## src/hw/rtl/bfrs_pkg.sv

```systemverilog
// ----------------------------------------------------------------------------
// bfrs_pkg
// Shared sizes, register codes, queue and result types and the reciprocal
// table of the box filter running sum unit.
// ----------------------------------------------------------------------------
`default_nettype none

package bfrs_pkg;

  // Largest supported geometry
  localparam int MAX_WIDTH  = 1024;
  localparam int MAX_KERNEL = 15;
  localparam int MAX_HEIGHT = 4096;

  // Field and counter widths
  localparam int PIX_W    = 8;
  localparam int COL_W    = $clog2(MAX_WIDTH);
  localparam int ROW_W    = $clog2(MAX_HEIGHT);
  localparam int WID_W    = $clog2(MAX_WIDTH + 1);
  localparam int HGT_W    = $clog2(MAX_HEIGHT + 1);
  localparam int K_W      = $clog2(MAX_KERNEL + 1);
  localparam int SLOT_W   = (MAX_KERNEL > 1) ? $clog2(MAX_KERNEL) : 1;
  localparam int COLSUM_W = 12;
  localparam int WSUM_W   = 16;

  // Configuration port
  localparam int CFG_W_W    = 11;
  localparam int CFG_H_W    = 13;
  localparam int CFG_K_W    = 4;
  localparam int CFG_DATA_W = 13;
  localparam int CFG_IDX_W  = 2;
  localparam int RST_WIDTH  = 640;
  localparam int RST_HEIGHT = 480;
  localparam int RST_KERNEL = 3;

  typedef enum logic [CFG_IDX_W-1:0] {
    CFG_IMAGE_WIDTH  = 2'd0,
    CFG_IMAGE_HEIGHT = 2'd1,
    CFG_KERNEL_SIZE  = 2'd2
  } cfg_idx_t;

  // Line store holds one row per window line
  localparam int LS_DEPTH = MAX_KERNEL * MAX_WIDTH;
  localparam int LS_AW    = $clog2(LS_DEPTH);

  // Division by k*k as multiply by a scaled reciprocal
  localparam int RECIP_SH = 24;
  localparam int RECIP_W  = RECIP_SH + 1;
  localparam int PROD_W   = WSUM_W + RECIP_W;
  localparam int QUOT_W   = PROD_W - RECIP_SH;
  localparam int MEAN_MAX = 255;

  // Queue between front and back, and the result buffer
  localparam int Q_DEPTH   = 4;
  localparam int Q_AW      = $clog2(Q_DEPTH);
  localparam int OF_DEPTH  = 8;
  localparam int OF_AW     = $clog2(OF_DEPTH);
  localparam int OF_CNT_W  = $clog2(OF_DEPTH + 1);

  // One classified pixel on its way to the back end
  typedef struct packed {
    logic [PIX_W-1:0]  pixel;
    logic [LS_AW-1:0]  ls_addr;
    logic [COL_W-1:0]  col;
    logic [SLOT_W-1:0] hslot;
    logic              r_zero;
    logic              r_ge_k;
    logic              c_zero;
    logic              c_ge_k;
    logic              emit;
    logic              row_end;
    logic              frame_end;
  } bfrs_entry_t;

  typedef struct packed {
    logic [PIX_W-1:0] mean_value;
    logic             row_end;
    logic             frame_end;
  } bfrs_result_t;

  // ceil(2^24 / k^2); exact floor division for any 16-bit window sum
  function automatic logic [RECIP_W-1:0] bfrs_recip(input logic [K_W-1:0] k);
    logic [RECIP_W-1:0] m;
    case (k)
      4'd2:    m = RECIP_W'(4194304);
      4'd3:    m = RECIP_W'(1864136);
      4'd4:    m = RECIP_W'(1048576);
      4'd5:    m = RECIP_W'(671089);
      4'd6:    m = RECIP_W'(466034);
      4'd7:    m = RECIP_W'(342393);
      4'd8:    m = RECIP_W'(262144);
      4'd9:    m = RECIP_W'(207127);
      4'd10:   m = RECIP_W'(167773);
      4'd11:   m = RECIP_W'(138655);
      4'd12:   m = RECIP_W'(116509);
      4'd13:   m = RECIP_W'(99274);
      4'd14:   m = RECIP_W'(85599);
      4'd15:   m = RECIP_W'(74566);
      default: m = RECIP_W'(16777216);
    endcase
    return m;
  endfunction

endpackage

`default_nettype wire

```

## src/hw/rtl/bfrs_in_if.sv

```systemverilog
// ----------------------------------------------------------------------------
// bfrs_in_if
// Pixel channel: valid/ready handshake carrying one grey pixel per word.
// ----------------------------------------------------------------------------
`default_nettype none

interface bfrs_in_if;
  import bfrs_pkg::*;

  logic             valid;
  logic             ready;
  logic [PIX_W-1:0] pixel;

  modport source (output valid, output pixel, input ready);
  modport sink   (input valid, input pixel, output ready);
endinterface

`default_nettype wire

```

## src/hw/rtl/bfrs_front.sv

```systemverilog
// ----------------------------------------------------------------------------
// bfrs_front
// Input side: tracks column, row and window slots of each pixel and hands a
// classified word to the queue.
// ----------------------------------------------------------------------------
`default_nettype none

module bfrs_front (
  input  logic                       clk,
  input  logic                       rst_n,
  input  logic                       restart,
  input  logic [bfrs_pkg::WID_W-1:0] w_eff,
  input  logic [bfrs_pkg::HGT_W-1:0] h_eff,
  input  logic [bfrs_pkg::K_W-1:0]   k_eff,
  bfrs_in_if.sink                    in_pix,
  input  logic                       q_full,
  output logic                       q_push,
  output bfrs_pkg::bfrs_entry_t      q_entry
);
  import bfrs_pkg::*;

  logic [COL_W-1:0]  col_r,   col_nxt;
  logic [ROW_W-1:0]  row_r,   row_nxt;
  logic [SLOT_W-1:0] slot_r,  slot_nxt;
  logic [SLOT_W-1:0] hslot_r, hslot_nxt;

  logic [WID_W-1:0] col_inc;
  logic [HGT_W-1:0] row_inc;
  logic [K_W-1:0]   slot_inc;
  logic [K_W-1:0]   hslot_inc;
  logic             col_last;
  logic             row_last;

  // Accept whenever the queue has room
  assign in_pix.ready = !q_full;
  assign q_push       = in_pix.valid && !q_full;

  assign col_inc   = WID_W'(col_r) + WID_W'(1);
  assign row_inc   = HGT_W'(row_r) + HGT_W'(1);
  assign slot_inc  = K_W'(slot_r) + K_W'(1);
  assign hslot_inc = K_W'(hslot_r) + K_W'(1);
  assign col_last  = (col_inc == w_eff);
  assign row_last  = (row_inc == h_eff);

  // Classify the pixel
  always_comb begin
    q_entry.pixel     = in_pix.pixel;
    q_entry.ls_addr   = LS_AW'(slot_r) * LS_AW'(MAX_WIDTH) + LS_AW'(col_r);
    q_entry.col       = col_r;
    q_entry.hslot     = hslot_r;
    q_entry.r_zero    = (row_r == '0);
    q_entry.r_ge_k    = (HGT_W'(row_r) >= HGT_W'(k_eff));
    q_entry.c_zero    = (col_r == '0);
    q_entry.c_ge_k    = (WID_W'(col_r) >= WID_W'(k_eff));
    q_entry.emit      = (row_inc >= HGT_W'(k_eff)) && (col_inc >= WID_W'(k_eff));
    q_entry.row_end   = col_last;
    q_entry.frame_end = col_last && row_last;
  end

  // Advance position; wrap columns, rows and window slots
  always_comb begin
    col_nxt   = col_r;
    row_nxt   = row_r;
    slot_nxt  = slot_r;
    hslot_nxt = hslot_r;
    if (restart) begin
      col_nxt   = '0;
      row_nxt   = '0;
      slot_nxt  = '0;
      hslot_nxt = '0;
    end else if (q_push) begin
      if (col_last) begin
        col_nxt   = '0;
        hslot_nxt = '0;
        if (row_last) begin
          row_nxt  = '0;
          slot_nxt = '0;
        end else begin
          row_nxt  = ROW_W'(row_inc);
          slot_nxt = (slot_inc == k_eff) ? '0 : SLOT_W'(slot_inc);
        end
      end else begin
        col_nxt   = COL_W'(col_inc);
        hslot_nxt = (hslot_inc == k_eff) ? '0 : SLOT_W'(hslot_inc);
      end
    end
  end

  always_ff @(posedge clk) begin
    if (!rst_n) begin
      col_r   <= '0;
      row_r   <= '0;
      slot_r  <= '0;
      hslot_r <= '0;
    end else begin
      col_r   <= col_nxt;
      row_r   <= row_nxt;
      slot_r  <= slot_nxt;
      hslot_r <= hslot_nxt;
    end
  end

endmodule

`default_nettype wire

```

## src/flat_wrapper.sv

```systemverilog
// flat-port wrapper written by rule: the top's interface ports become plain ports
module bfrs_front_flat import bfrs_pkg::*;
  (clk, rst_n, restart, w_eff, h_eff, k_eff, q_full, q_push, q_entry, in_pix_valid, in_pix_pixel, in_pix_ready);
  bfrs_in_if in_pix_i ();
  input  logic clk;
  input  logic rst_n;
  input  logic restart;
  input  logic [bfrs_pkg::WID_W-1:0] w_eff;
  input  logic [bfrs_pkg::HGT_W-1:0] h_eff;
  input  logic [bfrs_pkg::K_W-1:0] k_eff;
  input  logic q_full;
  output logic q_push;
  output bfrs_pkg::bfrs_entry_t q_entry;
  input wire logic [$bits(in_pix_i.valid)-1:0] in_pix_valid;
  input wire logic [$bits(in_pix_i.pixel)-1:0] in_pix_pixel;
  output wire logic [$bits(in_pix_i.ready)-1:0] in_pix_ready;
  assign in_pix_i.valid = in_pix_valid;
  assign in_pix_i.pixel = in_pix_pixel;
  assign in_pix_ready = in_pix_i.ready;
  bfrs_front u_core (.clk(clk), .rst_n(rst_n), .restart(restart), .w_eff(w_eff), .h_eff(h_eff), .k_eff(k_eff), .in_pix(in_pix_i), .q_full(q_full), .q_push(q_push), .q_entry(q_entry));
endmodule
```

## config.mk

```make
export PLATFORM = sky130hd
export DESIGN_NAME = bfrs_front_flat
export DESIGN_NICKNAME = d
export VERILOG_FILES = /design/src/hw/rtl/bfrs_pkg.sv /design/src/hw/rtl/bfrs_in_if.sv /design/src/hw/rtl/bfrs_front.sv /design/src/flat_wrapper.sv
export SDC_FILE = /design/constraint.sdc
export NUM_CORES = 1
export LEC_CHECK = 0
export BUFFER_PORTS_ARGS = -buffer_cell sky130_fd_sc_hd__buf_2
export CORE_ASPECT_RATIO = 0.7
export CORE_MARGIN = 1.5
export CORE_UTILIZATION = 54
export DETAILED_ROUTE_END_ITERATION = 10
export GPL_TIMING_DRIVEN = 0
export PLACE_DENSITY_LB_ADDON = 0.3
export SYNTH_ARGS = -nofsm -noshare
export SYNTH_HDL_FRONTEND = slang
export SYNTH_SLANG_ARGS = --single-unit
export TNS_END_PERCENT = 1
```

## constraint.sdc

```tcl
create_clock -name clk -period 4 [get_ports clk]
set_clock_uncertainty 0.2 [all_clocks]
set_input_delay 0.4 -clock clk [delete_from_list [all_inputs] [get_ports clk]]
set_output_delay 0.4 -clock clk [all_outputs]
set_load 0.02 [all_outputs]
```

==> impl_results.html <==
<table>
<tr><th>Metric</th><th>Value</th></tr>
<tr><th colspan="2">Global routing</th></tr>
<tr><td>Vias in the first global route</td><td>2,850</td></tr>
<tr><td>Remaining global-route overflow</td><td>0</td></tr>
<tr><td>Global-route wire length before repair</td><td>13,430 µm</td></tr>
<tr><td>Initial antenna violation count</td><td>0</td></tr>
<tr><td>Overall routing resource usage</td><td>26.91%</td></tr>
<tr><td>Pin count of the biggest net entering global routing</td><td>11</td></tr>
<tr><th colspan="2">Drt</th></tr>
<tr><td>DRT Wirelength</td><td>a little under 9000 µm</td></tr>
<tr><td>Vias after detailed routing</td><td>between 3,000 and 4,000</td></tr>
<tr><td>Routed Antenna Nets</td><td>0</td></tr>
<tr><td>Average via count per standard cell</td><td>5.938</td></tr>
<tr><td>Drc violations</td><td>0</td></tr>
<tr><td>DR iter-0 viols</td><td>275</td></tr>
<tr><td>Mean routed wirelength per cell</td><td>between 15 and 20 µm</td></tr>
<tr><td>Router iterations before antenna repair</td><td>5</td></tr>
<tr><th colspan="2">Timing</th></tr>
<tr><td>Final-report setup violation count</td><td>0</td></tr>
<tr><td>Crit share post-route</td><td>91.99%</td></tr>
<tr><td>Setup repair after global routing missed its margin</td><td>no</td></tr>
<tr><td>Worst max-slew margin expressed relative to the limit</td><td>56.94%</td></tr>
<tr><td>Slew at the pin with the worst max-slew slack</td><td>0.6459 ns</td></tr>
<tr><td>Count of endpoints failing hold in the final timing report</td><td>0</td></tr>
<tr><td>Post-layout minimum cycle time</td><td>between 3 and 4 ns</td></tr>
<tr><td>Fin. max-slew vios</td><td>0</td></tr>
<tr><td>Setup tns final</td><td>0 ns</td></tr>
<tr><td>Worst Hold Slack</td><td>0.3364 ns</td></tr>
<tr><td>Achievable clock frequency</td><td>about 0.27 GHz</td></tr>
<tr><th colspan="2">Finish</th></tr>
<tr><td>Share of post-route cells with drive strength above 1</td><td>28.95%</td></tr>
<tr><td>Net total in the final layout</td><td>556</td></tr>
<tr><td>Synthesis-to-finish area growth</td><td>18.20%</td></tr>
<tr><td>Count of antenna diodes in the layout</td><td>0</td></tr>
<tr><td>Count of filler cells inserted in the layout</td><td>514</td></tr>
<tr><th colspan="2">Floorplanning</th></tr>
<tr><td>Core area</td><td>approximately 5800 µm²</td></tr>
<tr><td>Initial cell density of the core</td><td>56.26%</td></tr>
<tr><td>Die area</td><td>between 6000 and 7000 µm²</td></tr>
<tr><td>I/O pin total</td><td>86</td></tr>
<tr><td>Vertical extent of the die</td><td>67.79 µm</td></tr>
<tr><td>Chip Width</td><td>95.56 µm</td></tr>
<tr><td>Cell Rows</td><td>23</td></tr>
<tr><th colspan="2">Synthesis</th></tr>
<tr><td>Prevailing post-synth register cell</td><td>dfxtp_1</td></tr>
<tr><td>Yosys synthesis warning count</td><td>0</td></tr>
<tr><td>Count of distinct cell types in the synthesized netlist</td><td>slightly below 70</td></tr>
<tr><td>Average size of a mapped cell</td><td>7.917 µm²</td></tr>
<tr><td>Number of synthesized register bits</td><td>30</td></tr>
<tr><td>Async set-reset flop share out of synthesis</td><td>0%</td></tr>
<tr><td>Number of nets in the synthesized netlist</td><td>approximately 470</td></tr>
<tr><td>Summed instance area of the synthesized netlist</td><td>3238 µm²</td></tr>
<tr><td>Sequential area share after synthesis</td><td>18.55%</td></tr>
<tr><td>Number of cells produced by synthesis</td><td>~410</td></tr>
<tr><td>Number of flops mapped to enable cells by yosys</td><td>0</td></tr>
<tr><th colspan="2">Clock tree</th></tr>
<tr><td>Number of buffers inserted during clock tree synthesis</td><td>5</td></tr>
<tr><td>Number of sinks on the clock net</td><td>30</td></tr>
<tr><td>Register clock-pin slew on the reported worst setup and hold paths</td><td>~0.07 ns</td></tr>
<tr><td>CTS tree</td><td>yes</td></tr>
<tr><td>Number of hold buffers added after CTS</td><td>0</td></tr>
<tr><td>Buffers from clock root to sink, at most</td><td>2</td></tr>
<tr><td>Number of buffers added for setup after CTS</td><td>0</td></tr>
<tr><td>CTS H-Tree Depth</td><td>2</td></tr>
<tr><td>Clock tree root buffer cell</td><td>clkbuf_8</td></tr>
<tr><td>CTS resizes</td><td>0</td></tr>
<tr><td>Clk_lat worst skew</td><td>0.29 ns</td></tr>
<tr><th colspan="2">Worst setup path</th></tr>
<tr><td>Largest stage delay on the critical path</td><td>0.56 ns</td></tr>
<tr><td>Slowest library cell on the worst path</td><td>dfxtp_1</td></tr>
<tr><td>Data arrival time at the worst-slack endpoint</td><td>3.08 ns</td></tr>
<tr><td>Endpoint class of the critical path</td><td>output port</td></tr>
<tr><td>Worst-path maximum fanout</td><td>9</td></tr>
<tr><td>Number of buffer and inverter stages on the critical path</td><td>2</td></tr>
<tr><td>Critical path cell sequence</td><td>inv_1 -&gt; ha_1 -&gt; xnor2_1 -&gt; o311ai_1 -&gt; a221oi_1 -&gt; nand4b_1 -&gt; or4_1 -&gt; nor2_1 -&gt; buf_2</td></tr>
<tr><td>Required time of the critical path</td><td>3.40 ns</td></tr>
<tr><td>Delay-heaviest family, CP</td><td>simple AND/OR/NAND/NOR gates</td></tr>
<tr><td>Worst setup slack for register-to-register paths</td><td>around 0.5 ns</td></tr>
<tr><td>Nature of the critical path startpoint</td><td>flop</td></tr>
<tr><td>Critical path type</td><td>reg -&gt; out</td></tr>
<tr><th colspan="2">Placed design</th></tr>
<tr><td>Final HPWL from detailed placement</td><td>6714 µm</td></tr>
<tr><td>Final Wtd Congestion</td><td>0.9300</td></tr>
<tr><td>Number of I/O port buffers</td><td>77</td></tr>
<tr><th colspan="2">Run</th></tr>
<tr><td>Maximum Capacitance Violations</td><td>0</td></tr>
<tr><th colspan="2">Power and ir drop</th></tr>
<tr><td>IR Drop Worst-Case VDD</td><td>0.0001343 V</td></tr>
<tr><td>Leak pwr</td><td>1.742 nW</td></tr>
<tr><td>Total power divided by cell area</td><td>191.6 nW/µm²</td></tr>
<tr><th colspan="2">Hold path</th></tr>
<tr><td>Worst Hold Class</td><td>reg -&gt; reg</td></tr>
<tr><th colspan="2">Run status</th></tr>
<tr><td>Run status</td><td>complete, no violations</td></tr>
</table>
==> Yosys cell counts, types with 3 or more instances <==
cell	instances	area [µm²]
clkbuf_1	7	26.28
nand3b_1	4	30.03
inv_1	17	63.81
nand3_1	19	95.09
a21oi_1	17	85.08
or4_1	5	37.54
nand2_1	28	105.1
buf_6	3	33.78
and4_1	3	26.28
nor2_1	27	101.4
nand2b_1	6	37.54
buf_4	24	180.2
xor2_1	14	122.6
ha_1	22	275.3
dfxtp_1	30	600.6
buf_2	13	65.06
nor2b_1	9	56.30
nor4_1	8	50.05
xnor2_1	31	271.5
a22o_1	11	96.34
nor3_1	9	45.04
and3_1	5	31.28
o21ai_0	19	95.09
a31oi_1	7	43.79
o22ai_1	3	18.77
nand4b_1	3	26.28
nand4_1	9	56.30
mux2i_1	3	30.03
and2_1	5	31.28
==> per-stage QoR <==
stage                     cell area, µm²  power [W]  setup slack (ns)  std cells  util [%]
after CTS                           3827  0.0007358            0.3642        569     66.50
after detailed placement            3717  0.0004322            0.5610        561     64.59
after global routing                3827  0.0007615            0.2051        569     66.50
final                               3827  0.0007334            0.3204        569     66.50
after global placement              3717  0.0004288            0.6131        561     64.59
after floorplan                     3238  0.0003862            0.9036        409         -
==> report_power, final <==
group	leakage (nW)	total, W	switching [W]	internal (W)
clock	0.0575	0.000306	0.000132	0.000174
sequential	0.242	0.000301	0.00000136	0.000299
combinational	1.44	0.000127	0.0000713	0.0000555
total	1.74	0.000733	0.000205	0.000529
==> worst paths after layout <==
| path | end | cells after the start | startpoint |
|---|---|---|---|
| max | q_entry[0] | 9 | u_core.row_r[0] |
| min | u_core.slot_r[3] | 1 | u_core.slot_r[3] |
| max reg2reg | u_core.row_r[3] | 10 | u_core.col_r[0] |
| min reg2reg | u_core.slot_r[3] | 1 | u_core.slot_r[3] |
==> area by class of cell <==
class	count	area (µm²)	share of cell area, %
timing repair buffer	77	385.4	10.07
tap	75	93.84	2.452
multi-input combinational	314	2265	59.17
buffer	47	305.3	7.976
sequential	30	600.6	15.69
clock buffer	8	110.1	2.877
inverter	18	67.56	1.765
==> registers in the layout, indices dropped and copies added, names as in the netlist <==
name,cells
u_core.col_r,10
u_core.hslot_r,4
u_core.row_r,12
u_core.slot_r,4
==> cells in the final DEF, fill, tap and decap left out, types with 4 or more instances in the layout <==
cell / n
nor3_1: 9
nand2_1: 28
clkbuf_8: 8
a22o_1: 11
nand3_1: 19
xnor2_1: 31
buf_2: 90
o21ai_0: 19
nor2_1: 27
and2_1: 5
a21oi_1: 17
ha_1: 22
xor2_1: 14
clkbuf_1: 7
a31oi_1: 7
nand4_1: 9
nand2b_1: 6
and3_1: 5
nand3b_1: 4
inv_1: 17
buf_4: 24
or4_1: 5
nor2b_1: 9
dfxtp_1: 30
nor4_1: 8
==> cells by family after synthesis <==
logic type               after synthesis  share of synthesized area (%)
buffers and inverters                 65                          11.51
AO/OA/AOI/OAI                         86                          19.17
AND/OR/NAND/NOR                      154                          27.51
XOR/XNOR                              47                          13.18
adder cells (fa/ha/maj)               23                          8.810
multiplexers                           4                          1.275
flip-flops                            30                          18.55
==> layer usage <==
metal	share of wire, %	wire length, µm	GRT usage, %	vias up
met5	0	0	0	-
met4	1.5	129	8.272	0
met3	9.4	829	5.293	21
met2	42	3653	39.96	182
met1	47	4165	38.78	1551
li1	-	-	-	1625
(Power assumes the default switching activity.)
