**src/hw/rtl/bfrs_pkg.sv**
```systemverilog
// ----------------------------------------------------------------------------
// bfrs_pkg
// Shared sizes, register codes, queue and result types and the reciprocal
// table of the box filter running sum unit.
// ----------------------------------------------------------------------------
`default_nettype none

package bfrs_pkg;

  // Largest supported geometry
  localparam int MAX_WIDTH  = 1024;
  localparam int MAX_KERNEL = 15;
  localparam int MAX_HEIGHT = 4096;

  // Field and counter widths
  localparam int PIX_W    = 8;
  localparam int COL_W    = $clog2(MAX_WIDTH);
  localparam int ROW_W    = $clog2(MAX_HEIGHT);
  localparam int WID_W    = $clog2(MAX_WIDTH + 1);
  localparam int HGT_W    = $clog2(MAX_HEIGHT + 1);
  localparam int K_W      = $clog2(MAX_KERNEL + 1);
  localparam int SLOT_W   = (MAX_KERNEL > 1) ? $clog2(MAX_KERNEL) : 1;
  localparam int COLSUM_W = 12;
  localparam int WSUM_W   = 16;

  // Configuration port
  localparam int CFG_W_W    = 11;
  localparam int CFG_H_W    = 13;
  localparam int CFG_K_W    = 4;
  localparam int CFG_DATA_W = 13;
  localparam int CFG_IDX_W  = 2;
  localparam int RST_WIDTH  = 640;
  localparam int RST_HEIGHT = 480;
  localparam int RST_KERNEL = 3;

  typedef enum logic [CFG_IDX_W-1:0] {
    CFG_IMAGE_WIDTH  = 2'd0,
    CFG_IMAGE_HEIGHT = 2'd1,
    CFG_KERNEL_SIZE  = 2'd2
  } cfg_idx_t;

  // Line store holds one row per window line
  localparam int LS_DEPTH = MAX_KERNEL * MAX_WIDTH;
  localparam int LS_AW    = $clog2(LS_DEPTH);

  // Division by k*k as multiply by a scaled reciprocal
  localparam int RECIP_SH = 24;
  localparam int RECIP_W  = RECIP_SH + 1;
  localparam int PROD_W   = WSUM_W + RECIP_W;
  localparam int QUOT_W   = PROD_W - RECIP_SH;
  localparam int MEAN_MAX = 255;

  // Queue between front and back, and the result buffer
  localparam int Q_DEPTH   = 4;
  localparam int Q_AW      = $clog2(Q_DEPTH);
  localparam int OF_DEPTH  = 8;
  localparam int OF_AW     = $clog2(OF_DEPTH);
  localparam int OF_CNT_W  = $clog2(OF_DEPTH + 1);

  // One classified pixel on its way to the back end
  typedef struct packed {
    logic [PIX_W-1:0]  pixel;
    logic [LS_AW-1:0]  ls_addr;
    logic [COL_W-1:0]  col;
    logic [SLOT_W-1:0] hslot;
    logic              r_zero;
    logic              r_ge_k;
    logic              c_zero;
    logic              c_ge_k;
    logic              emit;
    logic              row_end;
    logic              frame_end;
  } bfrs_entry_t;

  typedef struct packed {
    logic [PIX_W-1:0] mean_value;
    logic             row_end;
    logic             frame_end;
  } bfrs_result_t;

  // ceil(2^24 / k^2); exact floor division for any 16-bit window sum
  function automatic logic [RECIP_W-1:0] bfrs_recip(input logic [K_W-1:0] k);
    logic [RECIP_W-1:0] m;
    case (k)
      4'd2:    m = RECIP_W'(4194304);
      4'd3:    m = RECIP_W'(1864136);
      4'd4:    m = RECIP_W'(1048576);
      4'd5:    m = RECIP_W'(671089);
      4'd6:    m = RECIP_W'(466034);
      4'd7:    m = RECIP_W'(342393);
      4'd8:    m = RECIP_W'(262144);
      4'd9:    m = RECIP_W'(207127);
      4'd10:   m = RECIP_W'(167773);
      4'd11:   m = RECIP_W'(138655);
      4'd12:   m = RECIP_W'(116509);
      4'd13:   m = RECIP_W'(99274);
      4'd14:   m = RECIP_W'(85599);
      4'd15:   m = RECIP_W'(74566);
      default: m = RECIP_W'(16777216);
    endcase
    return m;
  endfunction

endpackage

`default_nettype wire

```
**src/hw/rtl/bfrs_queue.sv**
```systemverilog
// ----------------------------------------------------------------------------
// bfrs_queue
// Short queue of classified pixel words between front and back end.
// ----------------------------------------------------------------------------
`default_nettype none

module bfrs_queue (
  input  logic                  clk,
  input  logic                  rst_n,
  input  logic                  push,
  input  bfrs_pkg::bfrs_entry_t push_data,
  output logic                  full,
  input  logic                  pop,
  output bfrs_pkg::bfrs_entry_t pop_data,
  output logic                  empty
);
  import bfrs_pkg::*;

  bfrs_entry_t     mem_r [Q_DEPTH];
  logic [Q_AW-1:0] wr_ptr_r, wr_ptr_nxt;
  logic [Q_AW-1:0] rd_ptr_r, rd_ptr_nxt;
  logic [Q_AW:0]   cnt_r,    cnt_nxt;

  assign full     = (cnt_r == (Q_AW + 1)'(Q_DEPTH));
  assign empty    = (cnt_r == '0);
  assign pop_data = mem_r[rd_ptr_r];

  // Advance pointers and occupancy
  always_comb begin
    wr_ptr_nxt = push ? ((wr_ptr_r == Q_AW'(Q_DEPTH - 1)) ? '0 : wr_ptr_r + Q_AW'(1))
                      : wr_ptr_r;
    rd_ptr_nxt = pop  ? ((rd_ptr_r == Q_AW'(Q_DEPTH - 1)) ? '0 : rd_ptr_r + Q_AW'(1))
                      : rd_ptr_r;
    cnt_nxt    = cnt_r + (Q_AW + 1)'(push) - (Q_AW + 1)'(pop);
  end

  always_ff @(posedge clk) begin
    if (!rst_n) begin
      wr_ptr_r <= '0;
      rd_ptr_r <= '0;
      cnt_r    <= '0;
    end else begin
      wr_ptr_r <= wr_ptr_nxt;
      rd_ptr_r <= rd_ptr_nxt;
      cnt_r    <= cnt_nxt;
    end
  end

  // Store payload
  always_ff @(posedge clk) begin
    if (push) begin
      mem_r[wr_ptr_r] <= push_data;
    end
  end

endmodule

`default_nettype wire

```
**config.mk**
```make
export PLATFORM = sky130hd
export DESIGN_NAME = bfrs_queue
export DESIGN_NICKNAME = d
export VERILOG_FILES = /design/src/hw/rtl/bfrs_pkg.sv /design/src/hw/rtl/bfrs_queue.sv
export SDC_FILE = /design/constraint.sdc
export NUM_CORES = 1
export LEC_CHECK = 0
export CAP_MARGIN = 40
export CORE_ASPECT_RATIO = 0.9
export CORE_MARGIN = 5
export CORE_UTILIZATION = 25
export CTS_BUF_LIST = sky130_fd_sc_hd__clkbuf_4 sky130_fd_sc_hd__clkbuf_8 sky130_fd_sc_hd__clkbuf_16
export CTS_CLUSTER_DIAMETER = 120
export DETAILED_ROUTE_END_ITERATION = 10
export DONT_BUFFER_PORTS = 1
export GPL_TIMING_DRIVEN = 0
export PLACE_DENSITY = 0.39
export SYNTH_ARGS = -nofsm -noshare
export SYNTH_HDL_FRONTEND = slang
export SYNTH_SLANG_ARGS = --single-unit
```
**constraint.sdc**
```tcl
create_clock -name clk -period 2.7 [get_ports clk]
set_input_delay 0.27 -clock clk [delete_from_list [all_inputs] [get_ports clk]]
set_output_delay 0.27 -clock clk [all_outputs]
set_load 0.01 [all_outputs]
```
==> results of run 1 <==
[layout make-up]
class	count	area (sq um)	share of cell area
well taps	354	442.9	0.05419
multi-input cells	71	1241	0.1518
flip-flops and latches	181	5345	0.6539
repair buffers	44	440.4	0.05388
plain buffers	10	115.1	0.01408
clock buffers	17	425.4	0.05204
inverters	7	26.28	0.003214
diodes	1	2.502	0.0003061
clock inverters	15	135.1	0.01653
[power breakdown]
| group | switching, mW | internal (mW) | total [mW] |
|---|---|---|---|
| clock | 1.15 | 1.22 | 2.37 |
| combinational | 0.285 | 0.238 | 0.523 |
| sequential | 0.0316 | 3.20 | 3.23 |
[final timing paths]
path	to	from	cells after the start
max	pop_data[20]	flip-flop	3
min	wr_ptr_r[1]	push	2
min reg2reg	rd_ptr_r[0]	rd_ptr_r[0]	2
max reg2reg	cnt_r[2]	cnt_r[0]	7
[per-stage QoR]
stage	power [mW]	setup WS (ns)	hold WS [ns]	TNS [ns]
detailed placement	3.771	0.9423	0.3691	0
global placement	3.761	-0.4779	0.3691	-78.15
finish	6.127	0.5723	0.02823	0
CTS	6.261	0.4789	0.002227	0
floorplan	3.640	0.7218	0.3689	0
global route	6.410	0.4481	0.01184	0
[sequential cells by signal, summed over array words and instances, names as in the netlist, named ones only]
register  cells
mem_r       172
wr_ptr_r      2
rd_ptr_r      2
cnt_r         3
[routing by layer]
layer  track usage  vias up  wire [um]
met4       0.02234        0        110
met3       0.03504        6        711
met1        0.1148     1520       5821
met2        0.1553       64       6840
met5             0        -          0
li1              -     1260          -
[logic make-up after synthesis]
kind of cell,share of synthesized area
flops,0.7957
xor+xnor,0.003538
compound gates,0.001490
simple gates,0.01341
mux,0.1488
fa+ha+maj,0.01602
buf+inv,0.02105
[layout by cell type, fill, tap and decap left out, drive strengths merged]
master / synthesis / final
edfxtp: 172 / 172
dlygate4sd3: 0 / 44
mux4: 43 / 43
clkbuf: 1 / 18
inv: 7 / 17
dfxtp: 9 / 9
buf: 9 / 9
ha: 7 / 7
and2: 6 / 6
clkinv: 0 / 4
nor2: 3 / 3
or3b: 2 / 2
nand2b: 2 / 2
a21oi: 2 / 2
mux2i: 2 / 2
diode: 0 / 1
nor3: 1 / 1
and3: 1 / 1
xor3: 1 / 1
fa: 1 / 1
clkinvlp: 0 / 1
==> impl_summary.md, run 1 <==
Outcome
The run finished with clean final reports.

Final layout
The fraction of layout cells with a size suffix above 1 is 0.2464. The count of non-filler cells in the finished layout is 700. The area growth from synthesis to layout is 21.68%.

The number of fill cells is 2601. The final layout contains 387 nets. The final standard cell utilization of the core is 0.3056.

The cell area after layout is 0.008174 sq mm.

Critical path
For the worst setup path, the data required time is about 2.4 ns. The cell at the slowest stage of the critical path is sky130_fd_sc_hd__mux4_2. Of all nets on the critical path, the largest fanout is 10.

In this run the register-to-register setup slack is 0.94 ns. The arrival time of data at the critical path endpoint is 1.86 ns. STA classifies the critical path endpoint as an output pin.

The number of buffers and inverters on the critical path is 2. The family of cells with the greatest summed delay on the critical path is buffers and inverters. The longest individual stage delay on the worst path is between 0.4 and 0.5 ns. Traced cell by cell, the critical path runs through clkbuf_1 > buf_2 > mux4_2.

The kind of critical path is flip-flop to output pin. STA classifies the critical path startpoint as a flip-flop.

Placement
The HPWL after detailed placement is 7490 um. Routability-driven placement finished with a final weighted congestion of approximately 0.65. Summing all placed instances gives a cell area of ~0.007 sq mm. The number of cells after detailed placement is between 600 and 700.

The quantity of I/O buffers inserted on ports is 0.

GRT
The number of antenna violations at the first check in global routing is 1. The global-route wire length before repair is 20150 um. The via count of the first global-routing pass is 3099. The total grt overflow is 0. In the global route stage, overall resource usage came out at 0.09280. The pin count of the biggest net entering global routing is 44.

STA
The transition time at the pin with the least slew margin is 0.7776 ns. The relative slew slack is 0.4816. Setup violations remaining at the end of the flow were counted as 0. Based on the critical path, the design can be clocked at up to 470.0 MHz. The hold violation total from the final report is 0. The portion of the clock cycle consumed by the worst path in the final layout is 0.7880. The final count of pins violating max slew is 0. The minimum clock period after layout is 2.128 ns. Setup repair after global routing left no endpoint under its margin. The post-route clock skew is between 0.009 and 0.01 ns.

Clock tree
TritonCTS created 17 clock buffers. CTS placed an instance of sky130_fd_sc_hd__clkbuf_16 at the clock tree root. Clock tree synthesis found a total of 181 sinks.

Post-CTS timing repair inserted 0 buffers for setup. After clock tree synthesis, the flow added hold-fix buffers numbering 44. The register clock-pin slew on the reported worst setup and hold paths is around 0.07 ns. The maximum level of the CTS H-tree is 4. The longest clock path from root to sink contains 2 buffers. The number of gates resized after CTS was 0. The clock tree from TritonCTS is built. Clock latency on the worst-skew pair, taken at its later pin, is 0.42 ns.

Drt
The routed design has 13480 um of wire. The count of nets left with antenna violations once routing finished came out at 0. The number of vias after detailed routing is 2850. The per-cell routed wire length is 19.26 um. The number of remaining DRC errors is 0. The first-pass iteration count of the detailed router is 4. The via density per instance is 4.071. The first routing iteration left 84 violations.

Die
The die is 165.5 um tall. The chip width is 182.8 um. After floorplanning, the core was sized to cover 0.02674 sq mm.

The overall die area is 0.03025 sq mm. The initial utilization of the core area, before any placement, comes to 0.2512. Pin placement for this block handled 92 I/O pins. The initialized floorplan defines 57 standard-cell rows.

Yosys
By count the netlist is led by sky130_fd_sc_hd__edfxtp_1 (172), sky130_fd_sc_hd__mux4_2 (40), sky130_fd_sc_hd__dfxtp_1 (9), sky130_fd_sc_hd__ha_1 (7), sky130_fd_sc_hd__inv_1 (7). For this run, the register share of the synthesized area comes to 0.7957. The number of nets in the synthesized netlist is approximately 320. Of the post-synthesis cell area, the dominant cell type holds 0.7689.

The prevailing post-synth register cell is sky130_fd_sc_hd__edfxtp_1. Yosys printed 0 warnings. The mean area per synthesized cell is ~25 sq um. In the post-synthesis netlist, the biggest area contributors are sky130_fd_sc_hd__edfxtp_1 (77%), sky130_fd_sc_hd__mux4_2 (13%), sky130_fd_sc_hd__dfxtp_1 (2.7%), sky130_fd_sc_hd__ha_1 (1.3%), sky130_fd_sc_hd__buf_12 (1.2%). Yosys mapped a number of flops with a built-in enable equal to roughly 170. Summed over all instances, the cell type with the most area after synthesis is sky130_fd_sc_hd__edfxtp_1. Counting flops with an async set or reset pin after synthesis yields a share of 0. The gate count of the mapped netlist is around 270.

In the post-synthesis netlist, the cell with the most instances is sky130_fd_sc_hd__edfxtp_1. The unique cell type count in the Yosys netlist is 20. The mapped netlist covers 0.006718 sq mm. The number of synthesized register bits is 181.

Power
The leakage dissipation is 2.578 nW. In this run the power density over the cells is 749.6 mW/mm^2. The maximum vdd ir drop is 0.3003 mV.

Run
The number of maximum-capacitance constraint violations is 0.

Hold path
The worst hold path class is input port to flip-flop.
Power figures use the tool's default switching activity.
==> run 2: changes to the inputs <==
Settings changed: PLACE_DENSITY 0.39 to 0.41.
Clock period 2.7 ns to 1.9 ns, I/O delays scaled along.
==> run 2 against run 1 <==
  * Global-route usage grew 0.082 points
  * Final area grew 1.1%
  * Hold slack lost 0.017 ns
  * Sequential power grew 42%
  * Total power grew 47%
  * Final cell count grew 0.14%
  * Flip-flop and latch count is the same
  * Core utilization grew 0.34 points
  * Worst setup slack lost 0.50 ns
  * Register-to-register slack lost 0.84 ns
  * Clock power grew 54%
==> impl_summary.md, run 2 (synthesis gave the netlist of run 1 again) <==
GRT
The pin count of the biggest net entering global routing came to 44 (unchanged). The via count of the first global-routing pass is 3180 (+2.6%). The global-route wire length before repair came to 20210 um (+0.28%). The global-route usage over all layers is 0.09361 (+0.0008157).

The number of antenna violations at the first check in global routing is 1 (unchanged). The total grt overflow is 0 (unchanged).

Power
The total power density per cell area was 1091 mW/mm^2 (+46%). The maximum vdd ir drop is 0.4496 mV (+50%). The leakage dissipation was 2.615 nW (+1.4%).

STA
The total negative slack for setup checks is 0 ns (unchanged). The hold violation total from the final report is 0 (unchanged). The worst hold slack is 0.01114 ns (-0.01710 ns). The post-route clock skew is 0.01079 ns (+0.001607 ns). The minimum clock period after layout is roughly 1.8 ns. The upper clock frequency limit is 547.2 MHz. Setup repair after global routing left no endpoint under its margin.

The transition time at the pin with the least slew margin came to 0.7965 ns (+0.01889 ns). The relative slew slack came to 0.4690 (-0.01260). The portion of the clock cycle consumed by the worst path in the final layout is 0.9619.

The number of setup violations in the final report is 0 (unchanged). The final count of pins violating max slew is 0 (unchanged).

Clock tree
The source-to-sink clock delay at the later pin of the worst-skew pair is 0.42 ns (about the same). The TritonCTS sink count is 181 (unchanged). CTS placed an instance of sky130_fd_sc_hd__clkbuf_16 at the clock tree root.

TritonCTS built the clock tree. The number of buffers on the longest clock path is 2 (unchanged). The TritonCTS buffer count is 17 (unchanged).

The maximum level of the CTS H-tree is 4 (unchanged). The register clock-pin slew on the reported worst setup and hold paths is 0.07 ns (about the same).

Drt
The number of remaining DRC errors is 0 (unchanged). The remaining antenna violation count is 0 (unchanged). The first-pass iteration count of the detailed router is 4 (unchanged).

The sum of routed wire length over all layers is 13700 um (+1.6%). The number of vias after detailed routing was 2854 (+0.14%). The per-cell routed wire length is 19.55 um (+1.5%). The via density per instance came to 4.071 (about the same). The DRC marker count from the first detailed-route iteration is 87 (+3.6%).

Critical path
The largest fanout of any net on the critical path is 10 (unchanged). In this run the worst setup path terminates at pop_data[31]. In this run the critical register-to-register path is launched from cnt_r[0]. The capture point of the worst reg-to-reg path is cnt_r[2]. The worst setup slack for register-to-register paths is 0.10 ns (-0.84 ns). The data required time at the worst endpoint is 1.71 ns (-0.72 ns). The worst-case reg-to-reg path depth came to 7 (unchanged). The worst setup path is of the flip-flop to output pin kind. The arrival time of data at the critical path endpoint was 1.64 ns (-0.22 ns).

STA classifies the critical path startpoint as a flip-flop. The worst setup path is captured at an output pin.

Final layout
The most common library cell in the layout ignoring fill and taps is sky130_fd_sc_hd__edfxtp_1. The number of flip-flops under the largest register name is 172 (unchanged). The fraction of layout cells with a size suffix above 1 was 0.2543 (+0.007958). The layout overhead on the synthesized area is 23.02%.

The top cell types in the final layout, fill and taps aside, are sky130_fd_sc_hd__edfxtp_1 (172), sky130_fd_sc_hd__dlygate4sd3_1 (46), sky130_fd_sc_hd__mux4_2 (40). The largest registers in the layout are mem_r (172), cnt_r (3). The largest register by flop count is mem_r.

The cell area after layout is 0.008264 sq mm (+1.1%). The layout net count is 388 (+0.26%).

Placement
The HPWL after detailed placement is 7541 um (+0.68%). The final weighted congestion of routability-driven global placement is 0.6350 (-1.9%). The cell area reported after detailed placement is 0.007171 sq mm (unchanged).

The quantity of I/O buffers inserted on ports came to 0 (unchanged).

Die
The initial core utilization is 0.2512 (unchanged). The chip height was 165.5 um (unchanged). The total number of placement rows is 57 (unchanged). The core box area is 0.02674 sq mm (unchanged). The chip width was 182.8 um (unchanged).

The overall die area is 0.03025 sq mm (unchanged). The number of ports placed on the die boundary was 92 (unchanged).

Run
The number of maximum-capacitance constraint violations is 0 (unchanged).

Outcome
The flow ran to the end, and the final reports show no timing, DRC or antenna violations.

Hold path
The worst hold path class is input port to flip-flop.
-- run 2: final cells by class --
cell class	count	area (sq um)
Antenna cell	1	2.502
Buffer	9	130.1
Clock buffer	19	440.4
Clock inverter	13	172.7
Fill cell	2590	18480
Inverter	7	26.28
Multi-Input combinational cell	71	1241
Sequential cell	181	5348
Tap cell	354	442.9
Timing Repair Buffer	46	460.4
-- run 2: worst min-delay path by stage --
stage | endpoint | startpoint | cells after the start | slack [ns]
final | cnt_r[0] | push | 2 | 0.01
after global routing | cnt_r[0] | push | 2 | 0.02
after CTS | cnt_r[0] | push | 2 | 0.0005
after detailed placement | mem_r[0][0] | push_data[0] | 0 | 0.29
after global placement | mem_r[2][15] | push_data[15] | 0 | 0.29
after floorplan | mem_r[0][0] | push_data[0] | 0 | 0.29
-- run 2: what timing repair did --
item,CTS,global route
hold buffers,46,0
setup endpoints to repair,40,40
pin swaps,0,0
gates resized for setup,6,2
endpoints found under the hold margin,181,0
setup buffers,0,0
-- run 2: where the power goes --
part | switching, mW | internal (mW) | leakage, nW
Sequential | 0.0494 | 4.55 | 1.65
Combinational | 0.409 | 0.347 | 0.660
Clock | 1.54 | 2.13 | 0.300
Total | 1.99 | 7.02 | 2.61
-- run 2: layer usage --
layer / routed length [um] / part of all wire / up-vias / track usage
met5: 0 / 0 / - / 0
met4: 179 / 0.013 / 0 / 0.03250
met3: 613 / 0.045 / 9 / 0.03000
met2: 6851 / 0.50 / 66 / 0.1560
met1: 6059 / 0.44 / 1518 / 0.1158
li1: - / - / 1261 / -
-- run 2: through the flow --
step	instances	utilization	power (mW)	setup slack, ns
detailed placement	623	0.2681	5.361	0.1055
global route	701	0.3090	9.392	0.009963
floorplan	269	-	5.171	0.2300
global placement	623	0.2679	5.335	-0.2335
CTS	700	0.3087	9.192	0.006658
finish	701	0.3090	9.019	0.07238
-- run 2: critical path: stages, from the launching register on --
cell and delay (ns):
sky130_fd_sc_hd__dfxtp_2 0.34, sky130_fd_sc_hd__buf_12 0.14, sky130_fd_sc_hd__buf_12 0.16, sky130_fd_sc_hd__mux4_2 0.57
